File: config.mk
export PLATFORM = sky130hd
export DESIGN_NAME = rmq_sqrt_stage
export DESIGN_NICKNAME = d
export VERILOG_FILES = /design/src/rtl/rmq_pkg.sv /design/src/rtl/rmq_sqrt_stage.sv
export SDC_FILE = /design/constraint.sdc
export NUM_CORES = 1
export LEC_CHECK = 0
export BUFFER_PORTS_ARGS = -buffer_cell sky130_fd_sc_hd__buf_2
export CAP_MARGIN = 25
export CELL_PAD_IN_SITES_DETAIL_PLACEMENT = 1
export CELL_PAD_IN_SITES_GLOBAL_PLACEMENT = 1
export CORE_ASPECT_RATIO = 1.25
export CORE_MARGIN = 2
export CORE_UTILIZATION = 25
export DETAILED_ROUTE_END_ITERATION = 10
export HOLD_SLACK_MARGIN = 0.03
export PLACE_DENSITY = 0.69
export REMOVE_ABC_BUFFERS = 1
export SLEW_MARGIN = 10
export SYNTH_ARGS = -nofsm -noshare
export SYNTH_HDL_FRONTEND = slang
export SYNTH_SLANG_ARGS = --single-unit
export TNS_END_PERCENT = 50
File: constraint.sdc
create_clock -name clk -period 1.6 [get_ports clk]
set_input_delay 0.32 -clock clk [delete_from_list [all_inputs] [get_ports clk]]
set_output_delay 0.32 -clock clk [all_outputs]
set_load 0.02 [all_outputs]
File: src/rtl/rmq_pkg.sv
// Package: shared types and constants for the rotation matrix to quaternion core.
package rmq_pkg;

  localparam int unsigned ElemW   = 32;
  localparam int unsigned ArgW    = 36;   // root argument, Q.30, non-negative
  localparam int unsigned RadW    = 66;   // argument << 30
  localparam int unsigned RootW   = 33;   // floor(sqrt(radicand))
  localparam int unsigned NumW    = 35;   // signed off-diagonal numerator
  localparam int unsigned MagW    = 34;   // numerator magnitude
  localparam int unsigned DivW    = 63;   // magnitude << 29
  localparam int unsigned QuotW   = 63;
  localparam int unsigned SqrtSteps = 33;
  localparam int unsigned DivSteps  = 63;
  localparam logic signed [ArgW-1:0] OneQ30 = ArgW'(64'sd1073741824);

  typedef logic signed [ElemW-1:0] elem_t;

  typedef struct packed {
    elem_t m_00; elem_t m_01; elem_t m_02;
    elem_t m_10; elem_t m_11; elem_t m_12;
    elem_t m_20; elem_t m_21; elem_t m_22;
  } mat_t;

  typedef struct packed {
    elem_t quat_x; elem_t quat_y; elem_t quat_z; elem_t quat_w;
    logic  degenerate;
  } quat_t;

  // Per-item control through the pipeline.
  typedef struct packed {
    logic [1:0] root_idx;   // 0..2 = x,y,z ; 3 = w
    logic       degenerate;
  } ctl_t;

  localparam logic [1:0] IdxX = 2'd0;
  localparam logic [1:0] IdxY = 2'd1;
  localparam logic [1:0] IdxZ = 2'd2;
  localparam logic [1:0] IdxW = 2'd3;

  function automatic elem_t sat_out(input logic neg, input logic [QuotW-1:0] mag);
    elem_t r;
    if (neg) begin
      if (mag >= QuotW'(64'h8000_0000)) r = elem_t'(32'h8000_0000);
      else r = elem_t'(-$signed({1'b0, mag[ElemW-1:0]}));
    end else begin
      if (mag > QuotW'(64'h7FFF_FFFF)) r = elem_t'(32'h7FFF_FFFF);
      else r = elem_t'(mag[ElemW-1:0]);
    end
    return r;
  endfunction

endpackage

File: src/rtl/rmq_sqrt_stage.sv
// One registered step of the restoring square root.
module rmq_sqrt_stage
  import rmq_pkg::*;
#(parameter int unsigned Step = 0)
(
  input  logic             clk,
  input  logic             en,
  input  logic [RadW-1:0]  rem_in,
  input  logic [RootW-1:0] root_in,
  output logic [RadW-1:0]  rem_out,
  output logic [RootW-1:0] root_out
);
  localparam int unsigned Sh = 2 * (SqrtSteps - 1 - Step);
  logic [RadW+1:0] trial;
  logic [RadW+1:0] rem_w;

  always_comb begin
    trial = ({2'b0, root_in, 2'b01} << Sh);
    rem_w = {2'b0, rem_in};
  end

  always_ff @(posedge clk) begin
    if (en) begin
      if (rem_w >= trial) begin
        rem_out  <= RadW'(rem_w - trial);
        root_out <= {root_in[RootW-2:0], 1'b1};
      end else begin
        rem_out  <= rem_in;
        root_out <= {root_in[RootW-2:0], 1'b0};
      end
    end
  end
endmodule

==> flow_metrics.py <==
metrics = {
    "outcome": {
        "status": "complete, no violations",
    },
    "critical_path": {
        "worstSetupPathType": "input port to flip-flop",
        "cp_slowest_cell": "nor4_2",
        "end_kind": "flip-flop",
        "critical_path_arrival_ns": 1.60,
        "cp.required_ns": 1.69,
        "crit_fanout": 3,
        "cpMostUsedCell": "nor4_2",
        "cpPeakStageDelay_ns": 0.32,
        "crit_chain": "buf_2 > nor4_2 > buf_4 > nand4_1 > nor4_2 > a21oi_2 > xnor2_1",
        "start_kind": "input port",
    },
    "place": {
        "gp_congestion": 0.755,
        "dp_hpwl_um": 7020,
        "port_buffers": 198,
        "placed_cells": 520,
        "placed_area_sq_um": 4590,
    },
    "sta": {
        "fmax_mhz": 665,
        "period_share_pct": 94.0,
        "period_minus_slack_ns": 1.50,
        "max_slew_margin_pct": 75.8,
        "finalSetupViolations": 0,
        "hold_viol": 0,
        "slew_violations": 0,
        "worstMarginPinSlew_ns": 0.360,
        "setup_tns_ns": 0,
        "holdWs_ns": 0.151,
    },
    "synth": {
        "ys_seq_area_share_pct": 93.5,
        "synth_edf_count": 99,
        "yosysMostFrequentCell": "edfxtp_1",
        "ys_top_cells_by_area": "edfxtp_1 (93%), nor4_1 (3.1%), ha_1 (0.79%), nand4_1 (0.59%), inv_1 (0.35%)",
        "synth_cell_types": 12,
        "syn-mean-instance-area_sq_um": 24.3,
        "ys_ff_latch": 99,
        "yosysWarnings": 0,
        "synthCells": 131,
        "synthesis.area_sq_um": 3180,
        "ys.flop_type": "edfxtp_1",
        "async_reset_ff_share_pct": 0,
        "yosysTopAreaCell": "edfxtp_1",
        "ys_top_cells_by_count": "edfxtp_1 (99), nor4_1 (16), inv_1 (3), nand4_1 (3)",
        "yosys.area.top_type_share_pct": 93.5,
    },
    "hold_path": {
        "hold_path.class": "input port to flip-flop",
    },
    "final_layout": {
        "syn_to_final_growth_pct": 56.0,
        "drive_gt1_share_pct": 66.8,
        "antennaDiodeCount": 0,
        "layout.nets": 466,
        "post-route-cell-area_sq_um": 4960,
        "instances_no_fill": 535,
    },
    "cts": {
        "clock_path_buffers": 2,
        "cts_setup_buffers": 0,
        "cts_tree": "done",
        "clk_pin_slew_ns": 0.07,
        "cts_hold_buf": 0,
        "cts_sinks": 99,
        "cts-root-buf": "clkbuf_16",
        "htreeDepth": 3,
        "numCtsBuffers": 9,
    },
    "drt": {
        "routed_wirelength_um": 8790,
        "wl_per_cell_um": 16.4,
        "drt_iter0_markers": 47,
        "dr.pass1.iters": 4,
        "viasPerCell": 4.11,
        "drc": 0,
        "ant_nets": 0,
        "vias": 2199,
    },
    "grt": {
        "grt_first_pass_wirelength_um": 12600,
        "grt_pass1_vias": 2274,
        "grt_remaining_overflow": 0,
        "grt_usage_pct": 12.7,
        "grt_max_degree": 37,
        "antenna_found_initial": 0,
    },
    "pwr": {
        "design_power_total_w": 0.00616,
        "leakagePower_nw": 2.10,
        "peakVddDrop_uv": 587,
        "power.density_nw_per_um2": 1240,
    },
    "floorplan": {
        "chipWidth_um": 105,
        "initial_core_util_pct": 25.3,
        "dieHeight_um": 130,
        "pin_count": 200,
        "dieArea_sq_um": 13600,
        "core_sq_um": 12500,
        "rows": 46,
    },
    "run": {
        "drv_cap": 0,
    },
}
[cell usage in the layout, fill, tap and decap left out]
master / instances
buf_2: 197
edfxtp_1: 99
buf_4: 21
nor4_1: 11
clkbuf_16: 9
nor4_2: 5
nand4_1: 3
buf_12: 3
inv_1: 2
nor3_1: 2
bufinv_16: 2
inv_2: 1
and3_1: 1
nand2_1: 1
nor4b_4: 1
a21oi_2: 1
xnor2_1: 1
mux2i_1: 1
ha_1: 1
ha_2: 1
clkinv_2: 1
clkinv_4: 1
inv_6: 1
clkinvlp_4: 1
[routing by layer]
metal | up-vias | GRT usage (%) | part of all wire, %
li1 | 1012 | - | -
met1 | 1061 | 13.3 | 36
met2 | 114 | 23.2 | 54
met3 | 12 | 3.55 | 7.6
met4 | 0 | 6.75 | 2.3
met5 | - | 0 | 0
[final cells by class]
| type | count | area [sq um] |
|---|---|---|
| Timing Repair Buffer | 221 | 1200 |
| Multi-Input combinational cell | 29 | 249 |
| Clock buffer | 9 | 225 |
| Tap cell | 168 | 210 |
| Sequential cell | 99 | 2970 |
| Clock inverter | 6 | 90.1 |
| Fill cell | 1355 | 7580 |
| Inverter | 3 | 11.3 |
[final timing paths]
check	from	to	slack, ns	cells past startpoint
hold / removal	root_in[23]	root_out[24]	0.15	1
setup / recovery	rem_in[37]	rem_out[64]	0.1	7
[registers in the layout, summed over array words and instances, names as in the netlist]
signal    flops
rem_out      66
root_out     33
[critical path, delay by kind of cell]
family	cells	cell delay [ns]
AO/OA/AOI/OAI	1	0.12
buffers and inverters	2	0.29
AND/OR/NAND/NOR	3	0.72
XOR/XNOR	1	0.14
[cell families (layout without fill, tap and decap cells)]
group           Yosys count  count (layout)  share of synthesized area (%)
xor+xnor                  1               1                          0.275
simple gates             24              24                           4.64
fa+ha+maj                 2               2                          0.787
compound gates            1               1                          0.157
buf+inv                   3             239                          0.354
flops                    99              99                           93.5
mux                       1               1                          0.315
[where the power goes]
group	switching, W	total, W	leakage [nW]	internal (W)
sequential	0.0000476	0.00313	0.969	0.00308
combinational	0.000479	0.000748	0.976	0.000270
clock	0.000913	0.00228	0.152	0.00137
[what timing repair did]
item | CTS | global route
resized for setup | 3 | 7
gates cloned | 0 | 0
endpoints found under the setup margin | 2 | 2
pin swaps | 0 | 4
[through the flow]
stage	worst slack (ns)	utilization (%)
after floorplan	0.0646	-
after global placement	-0.390	36.6
after detailed placement	-0.434	36.6
after CTS	0.0378	39.3
after global routing	-0.0113	39.5
final	0.0952	39.5
(Power assumes the default switching activity.)
