## src/rtl/rmq_pkg.sv

```systemverilog
// Package: shared types and constants for the rotation matrix to quaternion core.
package rmq_pkg;

  localparam int unsigned ElemW   = 32;
  localparam int unsigned ArgW    = 36;   // root argument, Q.30, non-negative
  localparam int unsigned RadW    = 66;   // argument << 30
  localparam int unsigned RootW   = 33;   // floor(sqrt(radicand))
  localparam int unsigned NumW    = 35;   // signed off-diagonal numerator
  localparam int unsigned MagW    = 34;   // numerator magnitude
  localparam int unsigned DivW    = 63;   // magnitude << 29
  localparam int unsigned QuotW   = 63;
  localparam int unsigned SqrtSteps = 33;
  localparam int unsigned DivSteps  = 63;
  localparam logic signed [ArgW-1:0] OneQ30 = ArgW'(64'sd1073741824);

  typedef logic signed [ElemW-1:0] elem_t;

  typedef struct packed {
    elem_t m_00; elem_t m_01; elem_t m_02;
    elem_t m_10; elem_t m_11; elem_t m_12;
    elem_t m_20; elem_t m_21; elem_t m_22;
  } mat_t;

  typedef struct packed {
    elem_t quat_x; elem_t quat_y; elem_t quat_z; elem_t quat_w;
    logic  degenerate;
  } quat_t;

  // Per-item control through the pipeline.
  typedef struct packed {
    logic [1:0] root_idx;   // 0..2 = x,y,z ; 3 = w
    logic       degenerate;
  } ctl_t;

  localparam logic [1:0] IdxX = 2'd0;
  localparam logic [1:0] IdxY = 2'd1;
  localparam logic [1:0] IdxZ = 2'd2;
  localparam logic [1:0] IdxW = 2'd3;

  function automatic elem_t sat_out(input logic neg, input logic [QuotW-1:0] mag);
    elem_t r;
    if (neg) begin
      if (mag >= QuotW'(64'h8000_0000)) r = elem_t'(32'h8000_0000);
      else r = elem_t'(-$signed({1'b0, mag[ElemW-1:0]}));
    end else begin
      if (mag > QuotW'(64'h7FFF_FFFF)) r = elem_t'(32'h7FFF_FFFF);
      else r = elem_t'(mag[ElemW-1:0]);
    end
    return r;
  endfunction

endpackage

```

## src/rtl/rmq_div_stage.sv

```systemverilog
// One registered step of three parallel restoring dividers.
module rmq_div_stage
  import rmq_pkg::*;
#(parameter int unsigned Step = 0)
(
  input  logic             clk,
  input  logic             en,
  input  logic [RootW-1:0] den,
  input  logic [3*(RootW+1)-1:0] rem_in,
  input  logic [3*DivW-1:0]      dvd_in,
  output logic [3*(RootW+1)-1:0] rem_out,
  output logic [3*DivW-1:0]      dvd_out
);
  logic [RootW+1:0] t [3];
  always_comb begin
    for (int n = 0; n < 3; n++)
      t[n] = {rem_in[n*(RootW+1) +: RootW+1], dvd_in[n*DivW + DivW-1]};
  end

  always_ff @(posedge clk) begin
    if (en) begin
      for (int n = 0; n < 3; n++) begin
        if (t[n] >= {2'b0, den}) begin
          rem_out[n*(RootW+1) +: RootW+1] <= (RootW+1)'(t[n] - {2'b0, den});
          dvd_out[n*DivW +: DivW] <= {dvd_in[n*DivW +: DivW-1], 1'b1};
        end else begin
          rem_out[n*(RootW+1) +: RootW+1] <= t[n][RootW:0];
          dvd_out[n*DivW +: DivW] <= {dvd_in[n*DivW +: DivW-1], 1'b0};
        end
      end
    end
  end
endmodule

```

## config.mk

```make
export PLATFORM = sky130hd
export DESIGN_NAME = rmq_div_stage
export DESIGN_NICKNAME = d
export VERILOG_FILES = /design/src/rtl/rmq_pkg.sv /design/src/rtl/rmq_div_stage.sv
export SDC_FILE = /design/constraint.sdc
export NUM_CORES = 1
export LEC_CHECK = 0
export BUFFER_PORTS_ARGS = -buffer_cell sky130_fd_sc_hd__buf_4
export CORE_AREA = 10 10 232 234
export CTS_BUF_LIST = sky130_fd_sc_hd__clkbuf_16
export DETAILED_ROUTE_END_ITERATION = 8
export DIE_AREA = 0 0 242 244
export GPL_TIMING_DRIVEN = 0
export SYNTH_ARGS = -nofsm -noshare
export SYNTH_HDL_FRONTEND = slang
export SYNTH_SLANG_ARGS = --single-unit
```

## constraint.sdc

```tcl
create_clock -name clk -period 4.6 [get_ports clk]
set_input_delay 0.23 -clock clk [delete_from_list [all_inputs] [get_ports clk]]
set_output_delay 0.23 -clock clk [all_outputs]
set_load 0.02 [all_outputs]
```

==> impl_summary.txt <==
----------------------------------------------------
[Outcome]
  Outcome ... finished, final reports clean

[Yosys]
  Top cells by area in the synthesized netlist ... edfxtp_1, ha_1, o21ai_0
  Number of enable-type register cells in the synthesized netlist ... roughly 290
  Number of library cell types mapped by synthesis ... 74
  Flip-flop and latch count after synthesis ... approximately 290
  Average footprint of a synthesized cell ... 11.7 µm²
  Top cell type by total area after synthesis ... edfxtp_1
  Syn. warnings ... 0
  Sequential cell area fraction in the yosys report ... 0.568
  Share of synthesized registers carrying an async set or reset ... 0
  Cell Area, Synth ... roughly 15000 µm²
  Synthesized netlist net count ... approximately 1.7k
  Most frequently used flop master after synthesis ... edfxtp_1
  Post-synthesis instance total ... around 1.3k
  Fraction of post-synthesis cell area in the top cell type by area ... 0.568

[Floorplan]
  Die Footprint ... roughly 59000 µm²
  Die Width ... around 240 µm
  Initial Utilization ... 0.311
  Number of placed I/O pins ... 617
  Core Box Area ... 49500 µm²
  Die Height ... approximately 240 µm
  Cell row count ... between 80 and 90

[Placed design]
  I/O Buffers ... ~600
  GP Congestion ... approximately 0.94
  Total half-perimeter wirelength after legalization and detailed placement ... a little under 60 mm
  Placed cells ... about 2.6k
  Area after detailed placement ... 20900 µm²

[CTS]
  Buffers inserted by post-CTS timing repair ... 0
  Post-CTS sizing ... 0
  Number of buffers inserted during clock tree synthesis ... 37
  CTS H-tree depth ... 2
  CTS tree ... built
  CTS Buffer Depth ... 3
  Clock root buffer master ... clkbuf_16
  Clock transition at path regs ... roughly 0.050 ns
  Number of clock sinks ... approximately 290
  Hold-fix buffers at CTS ... 266

[GRT]
  Aggregate global-route resource usage ... 0.241
  Remaining global-route overflow ... 0
  First-pass GRT wire length ... around 110 mm
  Number of global-route vias before repair ... around 15k
  Maximum number of pins on one net before global-route repair ... between 100 and 150
  Initial antenna violation count ... 8

[Worst setup path]
  Data arrival, critical path ... 4.23 ns
  Peak fanout along the critical path ... 10
  Type of the setup path with the least slack ... in -> reg
  Worst path required time ... between 4 and 5 ns
  Nature of the critical path endpoint ... flop
  Category of the worst setup path launch point ... input pin

[STA]
  Slew Viols, Final ... 0
  Maximum clock frequency ... 251 MHz
  Final cycle utilization of the critical path ... 0.867
  Headroom to the max-slew limit ... 0.237
  Transition time of the tightest slew-check pin ... about 1.1 ns
  Endpoints failing setup ... 0
  Total Negative Setup Slacks ... 0 ns
  Min cycle time layout ... 3.99 ns
  Setup repair after global routing missed its margin ... false
  Final-report hold violation count ... 0

[Route]
  Total routed wirelength ... ~75 mm
  Number of design rule violations left after detail routing ... 0
  TritonRoute pass-1 iters ... 5
  Remaining antenna violation count ... 0
  Total vias in the final route ... 14.6k
  Wire per inst ... around 25 µm
  Initial DRC count ... approximately 750
  Mean number of vias per cell ... about 5.0

[Flow run]
  Max Cap Violations ... 0

[Power and ir drop]
  Worst IR drop on VDD ... ~230 µV
  Ratio of total power to cell area ... between 300 and 400 nW/µm²
  Reported leakage power ... around 10 nW
  Final total power ... around 8.6 mW

[Final layout]
  Final std cell area, no fill ... 24700 µm²
  Final Non-Filler Cells ... about 3k
  Nets ... 2671
  Fill cell total of the finished layout ... 4398
  Area growth, synth to finish ... 60.8%
  Fraction of layout cells with a size suffix above 1 ... 0.311

[Min path]
  Min-delay worst type ... in -> reg

----------------------------------------------------
[logic make-up (layout without fill, tap and decap cells)]
family	Yosys count	count (layout)	synth area share
compound gates	410	410	0.169
xor+xnor	88	88	0.0501
fa+ha+maj	102	102	0.0845
buf+inv	110	1058	0.0303
flops	291	291	0.568
mux	8	8	0.00578
other cells	0	11	0
simple gates	310	310	0.0926
[flip-flops by register name, indices dropped and copies added, names as in the netlist]
signal,flops
rem_out,102
dvd_out,189
[report_power, final]
group	switching, mW	leakage (nW)	internal, mW
clock	1.18	0.569	1.56
combinational	1.43	7.03	1.07
sequential	0.109	2.85	3.29
[synthesized netlist by cell type (all sizes together) (4+ instances only)]
master and number:
nand2 153, a2111oi 5, mux2 7, nor2 44, o21bai 18, or2 4
a21oi 99, o21a 14, clkbuf 35, o211ai 14, inv 66, nand3 16
edfxtp 291, nand4 26, a21o 38, nor2b 7, o21ai 141, ha 99
nor3 17, and2 4, o211a 4, buf 7, a211oi 6, a221oi 5
o31ai 11, xnor2 44, and3 11, a211o 5, a31oi 14, nor4 11
xor2 44, nand2b 11
[layout by cell type, fill, tap and decap left out, types with 7 or more instances in the layout]
| cell | n |
|---|---|
| and3_1 | 9 |
| clkbuf_16 | 38 |
| nor2_1 | 44 |
| nor4_1 | 11 |
| mux2_2 | 7 |
| dlygate4sd3_1 | 267 |
| clkinv_1 | 7 |
| o21a_1 | 14 |
| a21o_1 | 35 |
| nor3_1 | 17 |
| clkbuf_1 | 34 |
| nand3_1 | 16 |
| o211ai_1 | 14 |
| nand2_1 | 153 |
| o21ai_0 | 139 |
| a21oi_1 | 98 |
| ha_1 | 99 |
| buf_4 | 616 |
| o21bai_1 | 17 |
| edfxtp_1 | 291 |
| diode_2 | 11 |
| a31oi_1 | 14 |
| nand4_1 | 26 |
| xor2_1 | 44 |
| inv_1 | 71 |
| nand2b_1 | 11 |
| o31ai_1 | 10 |
| xnor2_1 | 44 |
| nor2b_1 | 7 |
[path summary, 6_finish.rpt]
check	slack, ns	to	cells after the start	from
setup / recovery	0.61	rem_out[31]$_DFFE_PP_	15	rem_in[12]
hold / removal	0.03	rem_out[19]$_DFFE_PP_	3	rem_in[18]
[cell type report]
type	instances	area [µm²]	area share
Antenna cell	11	27.5	0.00111
Clock inverter	25	174	0.00703
Inverter	66	248	0.0100
Sequential cell	291	8740	0.353
Multi-Input combinational cell	918	6170	0.250
Buffer	44	218	0.00880
Timing Repair Buffer	885	7360	0.298
Clock buffer	38	951	0.0385
Tap cell	672	841	0.0340
[critical path: stages]
cell and delay, ns:
dlygate4sd3_1 0.57, buf_4 0.15, ha_1 0.26, clkbuf_1 0.33
nand4_1 0.29, nor3_1 0.34, o211ai_1 0.20, nand3_1 0.19
a31oi_1 0.16, o21a_1 0.29, o31a_1 0.26, buf_2 0.21
clkbuf_1 0.41, nand2_1 0.16, o21ai_0 0.14
[stage by stage]
| stage | hold WS, ns | setup WS [ns] | utilization |
|---|---|---|---|
| 4_1_cts | 0.000498 | 0.642 | 0.499 |
| 5_1_grt | 0.0162 | 0.422 | 0.500 |
| 2_1_floorplan | 0.329 | 1.75 | - |
| 3_5_place_dp | 0.410 | 0.426 | 0.423 |
| 3_3_place_gp | 0.409 | 0.505 | 0.421 |
| 6_report | 0.0315 | 0.611 | 0.500 |
[layer usage]
metal	up-vias	GRT usage	routed length (µm)
li1	6847	-	-
met1	7140	0.248	26800
met3	106	0.0552	4170
met2	518	0.463	40500
met4	2	0.0997	3170
met5	-	0	13
Note: power is estimated with default switching activity, not from simulation.
